`src/sv/cbm_pkg.sv`:
```
`timescale 1ns / 1ps
// shared types, codes and constants for the cartridge bank mapper
// no dependencies; used by every module of the block

package cbm_pkg;

	// fixed geometry
	localparam int BANK_COUNT_DEF = 64;
	localparam int BANK_BYTES     = 8192;
	localparam int WIN_W          = $clog2(BANK_BYTES);
	localparam int RAM_BYTES      = 256;
	localparam int RAM_AW         = $clog2(RAM_BYTES);
	localparam int OFFSET_W       = 19;
	localparam int BANK_REG_W     = 6;
	localparam int CFG_IDX_W      = 3;
	localparam int CFG_DATA_W     = 6;
	localparam int TYPE_W         = 6;

	// bus commands
	typedef enum logic [3:0] {
		CMD_IO1_WR     = 4'd0,
		CMD_IO1_RD     = 4'd1,
		CMD_IO2_WR     = 4'd2,
		CMD_IO2_RD     = 4'd3,
		CMD_ROM_RD_LO  = 4'd4,
		CMD_ROM_RD_MID = 4'd5,
		CMD_ROM_RD_HI  = 4'd6,
		CMD_ROM_WR_LO  = 4'd7,
		CMD_ROM_WR_MID = 4'd8,
		CMD_ROM_WR_HI  = 4'd9,
		CMD_FREEZE     = 4'd10
	} cmd_t;

	// cartridge hardware types
	localparam logic [TYPE_W-1:0] CART_ACTION_REPLAY = 6'd1;
	localparam logic [TYPE_W-1:0] CART_FINAL_III     = 6'd3;
	localparam logic [TYPE_W-1:0] CART_SIMONS_BASIC  = 6'd4;
	localparam logic [TYPE_W-1:0] CART_OCEAN         = 6'd5;
	localparam logic [TYPE_W-1:0] CART_FUN_PLAY      = 6'd7;
	localparam logic [TYPE_W-1:0] CART_SUPER_GAMES   = 6'd8;
	localparam logic [TYPE_W-1:0] CART_ATOMIC_POWER  = 6'd9;
	localparam logic [TYPE_W-1:0] CART_GAME_SYSTEM   = 6'd15;
	localparam logic [TYPE_W-1:0] CART_DINAMIC       = 6'd17;
	localparam logic [TYPE_W-1:0] CART_EASYFLASH     = 6'd32;

	// result targets
	localparam logic [2:0] TGT_NONE    = 3'd0;
	localparam logic [2:0] TGT_LO_RD   = 3'd1;
	localparam logic [2:0] TGT_HI_RD   = 3'd2;
	localparam logic [2:0] TGT_RAM_WR  = 3'd3;
	localparam logic [2:0] TGT_LO_PROG = 3'd4;
	localparam logic [2:0] TGT_HI_PROG = 3'd5;

	// nmi actions (bit 0 assert, bit 1 release)
	localparam logic [1:0] NMI_NONE    = 2'd0;
	localparam int         NMI_ASSERT  = 0;
	localparam int         NMI_RELEASE = 1;

	// configuration register indexes
	localparam logic [CFG_IDX_W-1:0] CFG_CART_TYPE    = 3'd0;
	localparam logic [CFG_IDX_W-1:0] CFG_INSERTED     = 3'd1;
	localparam logic [CFG_IDX_W-1:0] CFG_BOOT_JUMPER  = 3'd2;
	localparam logic [CFG_IDX_W-1:0] CFG_HEADER_GAME  = 3'd3;
	localparam logic [CFG_IDX_W-1:0] CFG_HEADER_EXROM = 3'd4;

	// bus addresses and data constants
	localparam logic [15:0]      ADDR_CTRL     = 16'hDE00;
	localparam logic [15:0]      ADDR_MODE     = 16'hDE02;
	localparam logic [7:0]       FC3_CTRL_LOW  = 8'hFF;
	localparam logic [WIN_W-1:0] FC3_IO1_BASE  = 13'h1E00;
	localparam logic [7:0]       FUN_PLAY_BITS = 8'h39;
	localparam logic [7:0]       SG_KILL       = 8'h0C;
	localparam logic [7:0]       FC3_FREEZE_V  = 8'h10;
	localparam logic [7:0]       NO_CART_ROM   = 8'h55;
	localparam logic [7:0]       OPEN_IO_DATA  = 8'hAA;

	typedef struct packed {
		logic [TYPE_W-1:0] cart_type;
		logic              inserted;
		logic              boot_jumper;
		logic              header_game;
		logic              header_exrom;
	} cfg_t;

	typedef struct packed {
		logic [BANK_REG_W-1:0] low_bank;
		logic [BANK_REG_W-1:0] high_bank;
		logic [1:0]            sub_bank;
		logic                  freezer_active;
		logic [BANK_REG_W-1:0] flash_bank;
		logic                  exrom_level;
		logic                  game_level;
		logic [1:0]            led_levels;
	} state_t;

	typedef struct packed {
		logic [3:0]  cmd;
		logic [15:0] address;
		logic [7:0]  data;
		logic        do_reset;
	} item_t;

	typedef struct packed {
		logic [7:0]          read_data;
		logic [2:0]          target;
		logic [OFFSET_W-1:0] rom_offset;
		logic                exrom_line;
		logic                game_line;
		logic [1:0]          nmi_action;
		logic                led_freeze;
		logic                led_status;
		logic                map_changed;
	} result_t;

	typedef struct packed {
		logic              we;
		logic [RAM_AW-1:0] addr;
		logic [7:0]        data;
	} ram_wr_t;

endpackage

```
`src/sv/cbm_ram.sv`:
```
`timescale 1ns / 1ps
// 256-byte cartridge ram, one write port and one registered read port
// depends on cbm_pkg for the write bundle and the address width

module cbm_ram (
	input  logic                       clk,
	input  cbm_pkg::ram_wr_t           wr,
	input  logic                       rd_en,
	input  logic [cbm_pkg::RAM_AW-1:0] rd_addr,
	output logic [7:0]                 rd_data
);

	logic [7:0] mem_q [cbm_pkg::RAM_BYTES];
	logic [7:0] rd_data_q;

	always_ff @(posedge clk) begin
		if (wr.we) begin
			mem_q[wr.addr] <= wr.data;
		end
	end

	always_ff @(posedge clk) begin
		if (rd_en) begin
			rd_data_q <= mem_q[rd_addr];
		end
	end

	assign rd_data = rd_data_q;

endmodule

```
`src/sv/cbm_decode.sv`:
```
`timescale 1ns / 1ps
// per-transaction decode: next bank and line state, result fields, ram write
// depends on cbm_pkg for types, commands and cartridge type codes

module cbm_decode #(
	parameter int BANK_COUNT = cbm_pkg::BANK_COUNT_DEF
) (
	input  cbm_pkg::state_t  st,
	input  cbm_pkg::cfg_t    cfg,
	input  cbm_pkg::item_t   item,
	input  logic [7:0]       ram_rdata,
	output cbm_pkg::state_t  st_next,
	output cbm_pkg::result_t res,
	output cbm_pkg::ram_wr_t ram_wr
);

	localparam int BANK_W = (BANK_COUNT > 1) ? $clog2(BANK_COUNT) : 1;
	localparam int OW     = cbm_pkg::OFFSET_W;
	localparam int WW     = cbm_pkg::WIN_W;
	localparam int BW     = cbm_pkg::BANK_REG_W;
	localparam int NBANK  = 2 ** cbm_pkg::BANK_REG_W;

	// bank number folded into the image, worked out at elaboration
	logic [BANK_W-1:0] mod_tab [NBANK];

	for (genvar i = 0; i < NBANK; i++) begin : g_mod
		assign mod_tab[i] = BANK_W'(i % BANK_COUNT);
	end

	cbm_pkg::state_t   s;
	logic [2:0]        tgt;
	logic [7:0]        rdata;
	logic [1:0]        nmi;
	logic              map;
	logic [BW-1:0]     sel_bank;
	logic [WW-1:0]     win_addr;
	logic              fc3_en;
	logic [7:0]        fc3_v;
	logic              addr_ctrl;
	logic              addr_mode;
	logic [7:0]        v;
	logic [BANK_W-1:0] bank_m;

	assign addr_ctrl = item.address == cbm_pkg::ADDR_CTRL;
	assign addr_mode = item.address == cbm_pkg::ADDR_MODE;
	assign v         = item.data;

	always_comb begin
		s        = st;
		tgt      = cbm_pkg::TGT_NONE;
		rdata    = '0;
		nmi      = cbm_pkg::NMI_NONE;
		map      = 1'b0;
		sel_bank = st.low_bank;
		win_addr = item.address[WW-1:0];
		fc3_en   = 1'b0;
		fc3_v    = '0;
		ram_wr   = '0;

		if (item.do_reset) begin
			s.low_bank  = '0;
			s.high_bank = '0;
			if (!cfg.inserted) begin
				s.game_level  = 1'b1;
				s.exrom_level = 1'b1;
			end else begin
				unique case (cfg.cart_type)
					cbm_pkg::CART_ACTION_REPLAY: s.freezer_active = 1'b1;
					cbm_pkg::CART_FINAL_III: fc3_en = 1'b1;
					cbm_pkg::CART_ATOMIC_POWER: begin
					end
					cbm_pkg::CART_EASYFLASH: begin
						// control write of zero, then mode write of zero
						s.flash_bank    = '0;
						s.led_levels[1] = 1'b0;
						s.exrom_level   = 1'b1;
						s.game_level    = cfg.boot_jumper;
						map             = 1'b1;
					end
					default: begin
						s.game_level  = cfg.header_game;
						s.exrom_level = cfg.header_exrom;
					end
				endcase
			end
		end else begin
			unique case (cbm_pkg::cmd_t'(item.cmd))
				cbm_pkg::CMD_IO1_WR: begin
					if (cfg.inserted) begin
						unique case (cfg.cart_type)
							cbm_pkg::CART_ACTION_REPLAY: begin
								if (addr_ctrl) begin
									s.sub_bank    = {v[4], v[0]};
									s.exrom_level = v[3];
									s.game_level  = v[1];
									if (st.freezer_active) begin
										map = 1'b1;
										if (v[2]) begin
											s.freezer_active = 1'b0;
										end
									end
								end
							end
							cbm_pkg::CART_SIMONS_BASIC: begin
								if (addr_ctrl) begin
									s.game_level = 1'b0;
									map          = 1'b1;
								end
							end
							cbm_pkg::CART_OCEAN, cbm_pkg::CART_GAME_SYSTEM: begin
								s.low_bank = v[BW-1:0];
							end
							cbm_pkg::CART_FUN_PLAY: begin
								if (addr_ctrl && (v & ~cbm_pkg::FUN_PLAY_BITS) == 8'h00) begin
									s.low_bank = {2'b00, v[0], v[5:3]};
								end
							end
							cbm_pkg::CART_EASYFLASH: begin
								if (addr_ctrl) begin
									s.flash_bank = v[BW-1:0];
									s.low_bank   = v[BW-1:0];
									s.high_bank  = v[BW-1:0];
								end
								if (addr_mode) begin
									s.led_levels[1] = v[7];
									s.exrom_level   = ~v[1];
									s.game_level    = v[2] ? ~v[0] : cfg.boot_jumper;
									map             = 1'b1;
								end
							end
							default: begin
							end
						endcase
					end
				end
				cbm_pkg::CMD_IO1_RD: begin
					if (cfg.inserted) begin
						unique case (cfg.cart_type)
							cbm_pkg::CART_FINAL_III: begin
								tgt      = cbm_pkg::TGT_LO_RD;
								sel_bank = {{(BW - 2){1'b0}}, st.sub_bank};
								win_addr = cbm_pkg::FC3_IO1_BASE
									| {{(WW - 8){1'b0}}, item.address[7:0]};
							end
							cbm_pkg::CART_SIMONS_BASIC: begin
								if (addr_ctrl) begin
									s.game_level = 1'b1;
									map          = 1'b1;
								end
								rdata = cbm_pkg::OPEN_IO_DATA;
							end
							cbm_pkg::CART_DINAMIC: begin
								s.low_bank = item.address[BW-1:0];
								rdata      = cbm_pkg::OPEN_IO_DATA;
							end
							default: begin
							end
						endcase
					end
				end
				cbm_pkg::CMD_IO2_WR: begin
					if (cfg.inserted) begin
						unique case (cfg.cart_type)
							cbm_pkg::CART_FINAL_III: begin
								if (item.address[7:0] == cbm_pkg::FC3_CTRL_LOW) begin
									fc3_en = 1'b1;
									fc3_v  = v;
								end
							end
							cbm_pkg::CART_SUPER_GAMES: begin
								s.low_bank  = {{(BW - 2){1'b0}}, v[1:0]};
								s.high_bank = {{(BW - 2){1'b0}}, v[1:0]};
								if (v == cbm_pkg::SG_KILL) begin
									s.exrom_level = 1'b1;
									s.game_level  = 1'b1;
								end else begin
									s.exrom_level = 1'b0;
									s.game_level  = v[2];
								end
								map = 1'b1;
							end
							cbm_pkg::CART_EASYFLASH: begin
								ram_wr.we   = 1'b1;
								ram_wr.addr = item.address[cbm_pkg::RAM_AW-1:0];
								ram_wr.data = v;
							end
							default: begin
							end
						endcase
					end
				end
				cbm_pkg::CMD_IO2_RD: begin
					if (cfg.inserted) begin
						unique case (cfg.cart_type)
							cbm_pkg::CART_ACTION_REPLAY, cbm_pkg::CART_FINAL_III: begin
								// action replay maps its low rom bank here only while frozen
								if (st.freezer_active
									|| cfg.cart_type == cbm_pkg::CART_FINAL_III) begin
									tgt      = cbm_pkg::TGT_LO_RD;
									sel_bank = {{(BW - 2){1'b0}}, st.sub_bank};
								end
							end
							cbm_pkg::CART_EASYFLASH: rdata = ram_rdata;
							default: begin
							end
						endcase
					end
				end
				cbm_pkg::CMD_ROM_RD_LO, cbm_pkg::CMD_ROM_RD_MID, cbm_pkg::CMD_ROM_RD_HI: begin
					if (!cfg.inserted) begin
						rdata = cbm_pkg::NO_CART_ROM;
					end else begin
						if (cbm_pkg::cmd_t'(item.cmd) == cbm_pkg::CMD_ROM_RD_LO) begin
							tgt = cbm_pkg::TGT_LO_RD;
						end else begin
							tgt = cbm_pkg::TGT_HI_RD;
						end
						priority if (cfg.cart_type == cbm_pkg::CART_EASYFLASH) begin
							sel_bank = st.flash_bank;
						end else if (cbm_pkg::cmd_t'(item.cmd) == cbm_pkg::CMD_ROM_RD_LO
							&& cfg.cart_type == cbm_pkg::CART_ACTION_REPLAY) begin
							sel_bank = {{(BW - 2){1'b0}}, st.sub_bank};
						end else if (cbm_pkg::cmd_t'(item.cmd) == cbm_pkg::CMD_ROM_RD_LO) begin
							sel_bank = st.low_bank;
						end else begin
							sel_bank = st.high_bank;
						end
					end
				end
				cbm_pkg::CMD_ROM_WR_LO, cbm_pkg::CMD_ROM_WR_MID, cbm_pkg::CMD_ROM_WR_HI: begin
					if (cfg.inserted && cfg.cart_type == cbm_pkg::CART_EASYFLASH) begin
						if (cbm_pkg::cmd_t'(item.cmd) == cbm_pkg::CMD_ROM_WR_LO) begin
							tgt = cbm_pkg::TGT_LO_PROG;
						end else begin
							tgt = cbm_pkg::TGT_HI_PROG;
						end
						sel_bank = st.flash_bank;
					end else begin
						tgt = cbm_pkg::TGT_RAM_WR;
					end
				end
				cbm_pkg::CMD_FREEZE: begin
					if (cfg.inserted && cfg.cart_type == cbm_pkg::CART_FINAL_III) begin
						fc3_en = 1'b1;
						fc3_v  = cbm_pkg::FC3_FREEZE_V;
					end
				end
				default: begin
				end
			endcase
		end

		// final cartridge iii control register write
		if (fc3_en) begin
			s.sub_bank                   = fc3_v[1:0];
			s.low_bank                   = {{(BW - 2){1'b0}}, fc3_v[1:0]};
			s.high_bank                  = {{(BW - 2){1'b0}}, fc3_v[1:0]};
			s.exrom_level                = fc3_v[4];
			s.game_level                 = fc3_v[5];
			map                          = 1'b1;
			nmi[cbm_pkg::NMI_ASSERT]     = fc3_v[5:4] == 2'b01;
			nmi[cbm_pkg::NMI_RELEASE]    = fc3_v[6];
			s.led_levels[0]              = ~fc3_v[7];
		end
	end

	assign bank_m = mod_tab[sel_bank];

	always_comb begin
		res            = '0;
		res.read_data  = rdata;
		res.target     = tgt;
		// only rom and flash targets carry an image offset
		if (tgt == cbm_pkg::TGT_LO_RD || tgt == cbm_pkg::TGT_HI_RD
			|| tgt == cbm_pkg::TGT_LO_PROG || tgt == cbm_pkg::TGT_HI_PROG) begin
			res.rom_offset = OW'({bank_m, win_addr});
		end
		res.exrom_line  = s.exrom_level;
		res.game_line   = s.game_level;
		res.nmi_action  = nmi;
		res.led_freeze  = s.led_levels[0];
		res.led_status  = s.led_levels[1];
		res.map_changed = map;
	end

	assign st_next = s;

endmodule

```
`src/sv/cartridge_bank_mapper.sv`:
```
`timescale 1ns / 1ps
// cartridge bank mapper top level: config registers, input and result stages, state
// depends on cbm_pkg, cbm_ram and cbm_decode
//
// channel   direction  handshake            payload
// cfg       in         cfg_we               cfg_index, cfg_data
// in        in         in_valid / in_stall  cmd, address, data, do_reset
// out       out        out_valid / out_stall read_data .. map_changed
//
// one transaction per cycle while out_stall is low; each passes the input stage, then the result register
// the decode between the input stage and the result register sets the cycle budget
// bank state and the ram write commit when a transaction moves into the result register
// a held result stalls the input stage; the input is stalled only when both stages are full
// reset clears the bank state, leds and config but sets the lines and header bits high; the ram holds no reset value

module cartridge_bank_mapper #(
	parameter int BANK_COUNT = cbm_pkg::BANK_COUNT_DEF
) (
	input  logic                           clk,
	input  logic                           arst_n,
	input  logic                           cfg_we,
	input  logic [cbm_pkg::CFG_IDX_W-1:0]  cfg_index,
	input  logic [cbm_pkg::CFG_DATA_W-1:0] cfg_data,
	input  logic                           in_valid,
	output logic                           in_stall,
	input  logic [3:0]                     cmd,
	input  logic [15:0]                    address,
	input  logic [7:0]                     data,
	input  logic                           do_reset,
	output logic                           out_valid,
	input  logic                           out_stall,
	output logic [7:0]                     read_data,
	output logic [2:0]                     target,
	output logic [cbm_pkg::OFFSET_W-1:0]   rom_offset,
	output logic                           exrom_line,
	output logic                           game_line,
	output logic [1:0]                     nmi_action,
	output logic                           led_freeze,
	output logic                           led_status,
	output logic                           map_changed
);

	localparam int AW = cbm_pkg::RAM_AW;

	cbm_pkg::cfg_t    cfg_q;
	cbm_pkg::state_t  st_q;
	cbm_pkg::state_t  st_next;
	cbm_pkg::item_t   item_s1;
	cbm_pkg::result_t res;
	cbm_pkg::result_t res_s2;
	cbm_pkg::ram_wr_t dec_wr;
	cbm_pkg::ram_wr_t ram_wr;
	logic             valid_s1;
	logic             valid_s2;
	logic             fwd_s1;
	logic [7:0]       fwd_data_s1;
	logic             in_accept;
	logic             adv;
	logic             fwd_hit;
	logic [7:0]       ram_rd_data;
	logic [7:0]       ram_rdata;

	assign adv       = valid_s1 && (!valid_s2 || !out_stall);
	assign in_stall  = valid_s1 && !adv;
	assign in_accept = in_valid && !in_stall;

	always_ff @(posedge clk or negedge arst_n) begin
		if (!arst_n) begin
			cfg_q <= '{cart_type: '0, inserted: 1'b0, boot_jumper: 1'b0,
				header_game: 1'b1, header_exrom: 1'b1};
		end else if (cfg_we) begin
			unique case (cfg_index)
				cbm_pkg::CFG_CART_TYPE:    cfg_q.cart_type    <= cfg_data[cbm_pkg::TYPE_W-1:0];
				cbm_pkg::CFG_INSERTED:     cfg_q.inserted     <= cfg_data[0];
				cbm_pkg::CFG_BOOT_JUMPER:  cfg_q.boot_jumper  <= cfg_data[0];
				cbm_pkg::CFG_HEADER_GAME:  cfg_q.header_game  <= cfg_data[0];
				cbm_pkg::CFG_HEADER_EXROM: cfg_q.header_exrom <= cfg_data[0];
				default: begin
				end
			endcase
		end
	end

	always_ff @(posedge clk or negedge arst_n) begin
		if (!arst_n) begin
			valid_s1 <= 1'b0;
			valid_s2 <= 1'b0;
			st_q     <= '{low_bank: '0, high_bank: '0, sub_bank: '0, freezer_active: 1'b0,
				flash_bank: '0, exrom_level: 1'b1, game_level: 1'b1, led_levels: '0};
		end else begin
			if (in_accept) begin
				valid_s1 <= 1'b1;
			end else if (adv) begin
				valid_s1 <= 1'b0;
			end
			if (adv) begin
				valid_s2 <= 1'b1;
				st_q     <= st_next;
			end else if (!out_stall) begin
				valid_s2 <= 1'b0;
			end
		end
	end

	// a ram write committing in the same cycle as a read of that byte is forwarded
	assign fwd_hit = ram_wr.we && ram_wr.addr == address[AW-1:0];

	always_ff @(posedge clk) begin
		if (in_accept) begin
			item_s1     <= '{cmd: cmd, address: address, data: data, do_reset: do_reset};
			fwd_s1      <= fwd_hit;
			fwd_data_s1 <= ram_wr.data;
		end
		if (adv) begin
			res_s2 <= res;
		end
	end

	always_comb begin
		ram_wr    = dec_wr;
		ram_wr.we = dec_wr.we && adv;
	end

	cbm_ram u_ram (
		.clk     (clk),
		.wr      (ram_wr),
		.rd_en   (in_accept),
		.rd_addr (address[AW-1:0]),
		.rd_data (ram_rd_data)
	);

	assign ram_rdata = fwd_s1 ? fwd_data_s1 : ram_rd_data;

	cbm_decode #(
		.BANK_COUNT (BANK_COUNT)
	) u_decode (
		.st        (st_q),
		.cfg       (cfg_q),
		.item      (item_s1),
		.ram_rdata (ram_rdata),
		.st_next   (st_next),
		.res       (res),
		.ram_wr    (dec_wr)
	);

	assign out_valid   = valid_s2;
	assign read_data   = res_s2.read_data;
	assign target      = res_s2.target;
	assign rom_offset  = res_s2.rom_offset;
	assign exrom_line  = res_s2.exrom_line;
	assign game_line   = res_s2.game_line;
	assign nmi_action  = res_s2.nmi_action;
	assign led_freeze  = res_s2.led_freeze;
	assign led_status  = res_s2.led_status;
	assign map_changed = res_s2.map_changed;

endmodule

```
`config.mk`:
```
export PLATFORM = sky130hd
export DESIGN_NAME = cartridge_bank_mapper
export DESIGN_NICKNAME = d
export VERILOG_FILES = /design/src/sv/cbm_pkg.sv /design/src/sv/cbm_ram.sv /design/src/sv/cbm_decode.sv /design/src/sv/cartridge_bank_mapper.sv
export SDC_FILE = /design/constraint.sdc
export NUM_CORES = 2
export LEC_CHECK = 0
export BUFFER_PORTS_ARGS = -buffer_cell sky130_fd_sc_hd__buf_4
export CAP_MARGIN = 0
export CORE_AREA = 8 8 423 425
export DETAILED_ROUTE_END_ITERATION = 10
export DIE_AREA = 0 0 431 433
export PLACE_DENSITY = 0.77
export SLEW_MARGIN = 20
export SYNTH_ARGS = -nofsm -noshare
export SYNTH_HDL_FRONTEND = slang
export SYNTH_SLANG_ARGS = --single-unit
```
`constraint.sdc`:
```
create_clock -name clk -period 8 [get_ports clk]
set_input_delay 0.8 -clock clk [delete_from_list [all_inputs] [get_ports clk]]
set_output_delay 0.8 -clock clk [all_outputs]
set_load 0.005 [all_outputs]
```
==> metrics.cfg <==
[setup_path]
required_ns=8.46
arrival_ns=6.18
path_class=flop to flop
cp_max_fo=29
crit_path_start_kind=flop
cp-startpoint=cfg_q[3]
endpoint_kind=flop
r2r_start=cfg_q[3]

[global_route]
grt_usage=0.221
gr-total-overflow=0
grt_pass1_wl_um=305000
antenna_found_initial=4
grt_pass1_vias=43700
grt_max_degree=185

[sta]
maxSlewViolCount=0
finalCritPeriodShare=0.714
hold_viol_final=0
fin_tns_setup_ns=0
layout_min_cycle_time_ns=5.71
setup_viol_count_final=0
grt_setup_unrepaired=no
fin_skew_ns=0.0286
hold_slack_ns=0.137
max_freq_mhz=175
relSlewSlack=0.248
setup_slack_ns=2.29
tightest_slew_ns=1.12

[synthesis]
yosysUniqueCellTypes=80
async_flop_share=0.0171
syn_avg_cell_area_um2=19.7
synth_edf_count=2131
synth-seq-cells=2168
synth.yosys.seq_area_share=0.758
syn_area_mm2=0.0856
syn_nets=4384
synth_cells=4341
ys_warn_count=0
synthFlopType=edfxtp_1

[cts]
cts_setup_buffers=0
clock_sinks=2168
clockBufferDepth=3
cts_htree_levels=4
ctsResizeCount=0
cts.clk_slew.worst_paths_ns=0.07
cts_made_buffers=195
hold_buffers=1
cts_tree=yes
cts-root-buf=clkbuf_16
clock_latency_ns=0.84

[placement]
dp.cells=6559
dp_slack_ns=2.48
io_buffers=81
gp_congestion=0.964
dp_hpwl_um=124000
placed_cell_area_mm2=0.0887

[floorplanning]
coreArea_mm2=0.172
io_pins=82
initial_core_util=0.496
die-area_mm2=0.187
dieHeight_um=433
num_rows=153
die_x_um=431

[power_and_ir_drop]
power_mw=22.6
pwr-share-comb=0.034
seq_power_share=0.552
peakVddDrop_v=0.000178
power.density_mw_per_mm2=237
switching_share=0.210
internal_power_mw=17.8
p_switching_mw=4.74
clockPowerShare=0.414
leakagePower_nw=34.0

[status]
outcome=finished, final reports clean

[finish]
nets=4476
final_core_util=0.551
fin_area_mm2=0.0951
final_layout_size_suffix_gt1_frac=0.217
area_growth_pct=11.1
fin_cells=6929

[route]
drt_first_iter_violations=6222
viasPerCell=6.44
drc=0
ant_nets=0
wl_um=210000
vias=44600
drtPass1Iterations=6
detail_route.wl_per_cell_um=30.4

[run]
max_cap_viol_count=0

[worst_hold_path]
hp-start=data[2]
hold_class=input pin to flop

-- cell families (layout without fill, tap and decap cells) --
| kind of cell | after synthesis | after routing | share of synthesized area |
|---|---|---|---|
| DFF | 2168 | 2168 | 0.758 |
| other | 0 | 3 | 0 |
| buffers and inverters | 302 | 562 | 0.0170 |
| and+or+nand+nor | 684 | 684 | 0.0377 |
| xor gates and xnor gates | 5 | 5 | 0.000512 |
| muxes | 677 | 677 | 0.146 |
| AOI/OAI and AO/OA | 505 | 505 | 0.0407 |
-- critical path: stages (launching register included) --
cell	delay, ns
dfrtp_1	0.92
clkinv_1	0.74
nor2_1	0.61
nand3_2	0.48
nor3b_2	0.53
nand3_1	0.88
buf_4	0.53
nor2_1	0.62
-- layout make-up --
type | count | area [um^2]
multi-input cells | 1871 | 19300
repair buffers | 169 | 1490
clock inverters | 126 | 1250
clock buffers | 239 | 5110
well taps | 2325 | 2910
flip-flops and latches | 2168 | 64900
diodes | 3 | 7.51
inverters | 28 | 106
fillers | 12400 | 77400
-- layout by cell type, fill, tap and decap left out, types with 16 or more instances in the layout --
master	instances
clkinv_2	42
dfrtp_1	33
mux2i_1	191
buf_4	149
mux2_2	32
inv_1	24
a21oi_1	90
o22ai_1	17
nor2_1	300
or3_1	16
o211ai_1	36
nand2_1	131
and2_1	23
o21ai_0	54
a22oi_1	183
nor3_1	27
clkinv_1	39
a31oi_1	20
nand3_1	64
mux4_2	453
clkbuf_1	39
buf_12	16
nor2b_1	16
edfxtp_1	2131
clkbuf_16	196
bufinv_16	18
-- metal layers --
metal	routed length, um	vias to the layer above	track usage	share of wire
met3	24400	485	0.0572	0.12
met5	10	-	0	0.000048
li1	-	18100	-	-
met2	98900	3110	0.345	0.47
met4	8850	2	0.0867	0.042
met1	78200	22900	0.300	0.37
-- path summary, 6_finish.rpt --
path                                  endpoint  slack [ns]  cells past startpoint
setup / recovery           u_ram.mem_q[201][3]        2.29                      7
hold / removal                      item_s1[3]        0.14                      1
setup reg to reg           u_ram.mem_q[201][3]        2.29                      7
hold reg to reg                      out_valid        0.52                      1
max in group asynchronous             st_q[20]        7.09                      2
min in group asynchronous             cfg_q[2]        0.51                      2
-- state kept, by name (all words and copies together), names as in the netlist, 2 cells and up --
register	flops
cfg_q	10
read_data	8
fwd_data_s1	8
item_s1	29
u_ram.rd_data	8
nmi_action	2
st_q	25
u_ram.mem_q	2048
rom_offset	19
target	3
-- power by group through the flow --
stage	clock, mW	combinational, mW	sequential [mW]
2_1_floorplan	0	0.541	12.7
3_3_place_gp	0	0.743	12.7
3_5_place_dp	0	0.755	12.7
4_1_cts	9.39	0.760	12.5
5_1_grt	9.79	0.810	12.5
6_report	9.33	0.769	12.5
-- cells in the mapped netlist, types with 7 or more instances --
library cell	count	share of area
mux2_2	32	0.0042
a2111oi_0	9	0.00092
nand2_1	131	0.0057
buf_6	7	0.00092
nand2b_1	7	0.00051
nor2b_1	22	0.0016
or3_1	19	0.0014
buf_2	87	0.0051
buf_1	17	0.00075
a211oi_1	8	0.00070
a221oi_1	9	0.00092
clkbuf_1	120	0.0053
nor2_1	302	0.013
a22oi_1	183	0.016
a31oi_1	20	0.0015
nand3_1	67	0.0039
mux2i_1	191	0.022
buf_4	43	0.0038
edfxtp_1	2131	0.75
o21ai_0	54	0.0032
nor4_1	12	0.00088
o32ai_1	7	0.00072
mux4_2	453	0.12
inv_1	27	0.0012
o211ai_1	36	0.0032
a21oi_1	90	0.0053
nand4_1	7	0.00051
a211o_1	7	0.00072
nor3_1	28	0.0016
and2_1	30	0.0022
o21a_1	14	0.0012
dfrtp_1	33	0.0096
o22ai_1	17	0.0012
Power figures use the tool's default switching activity.
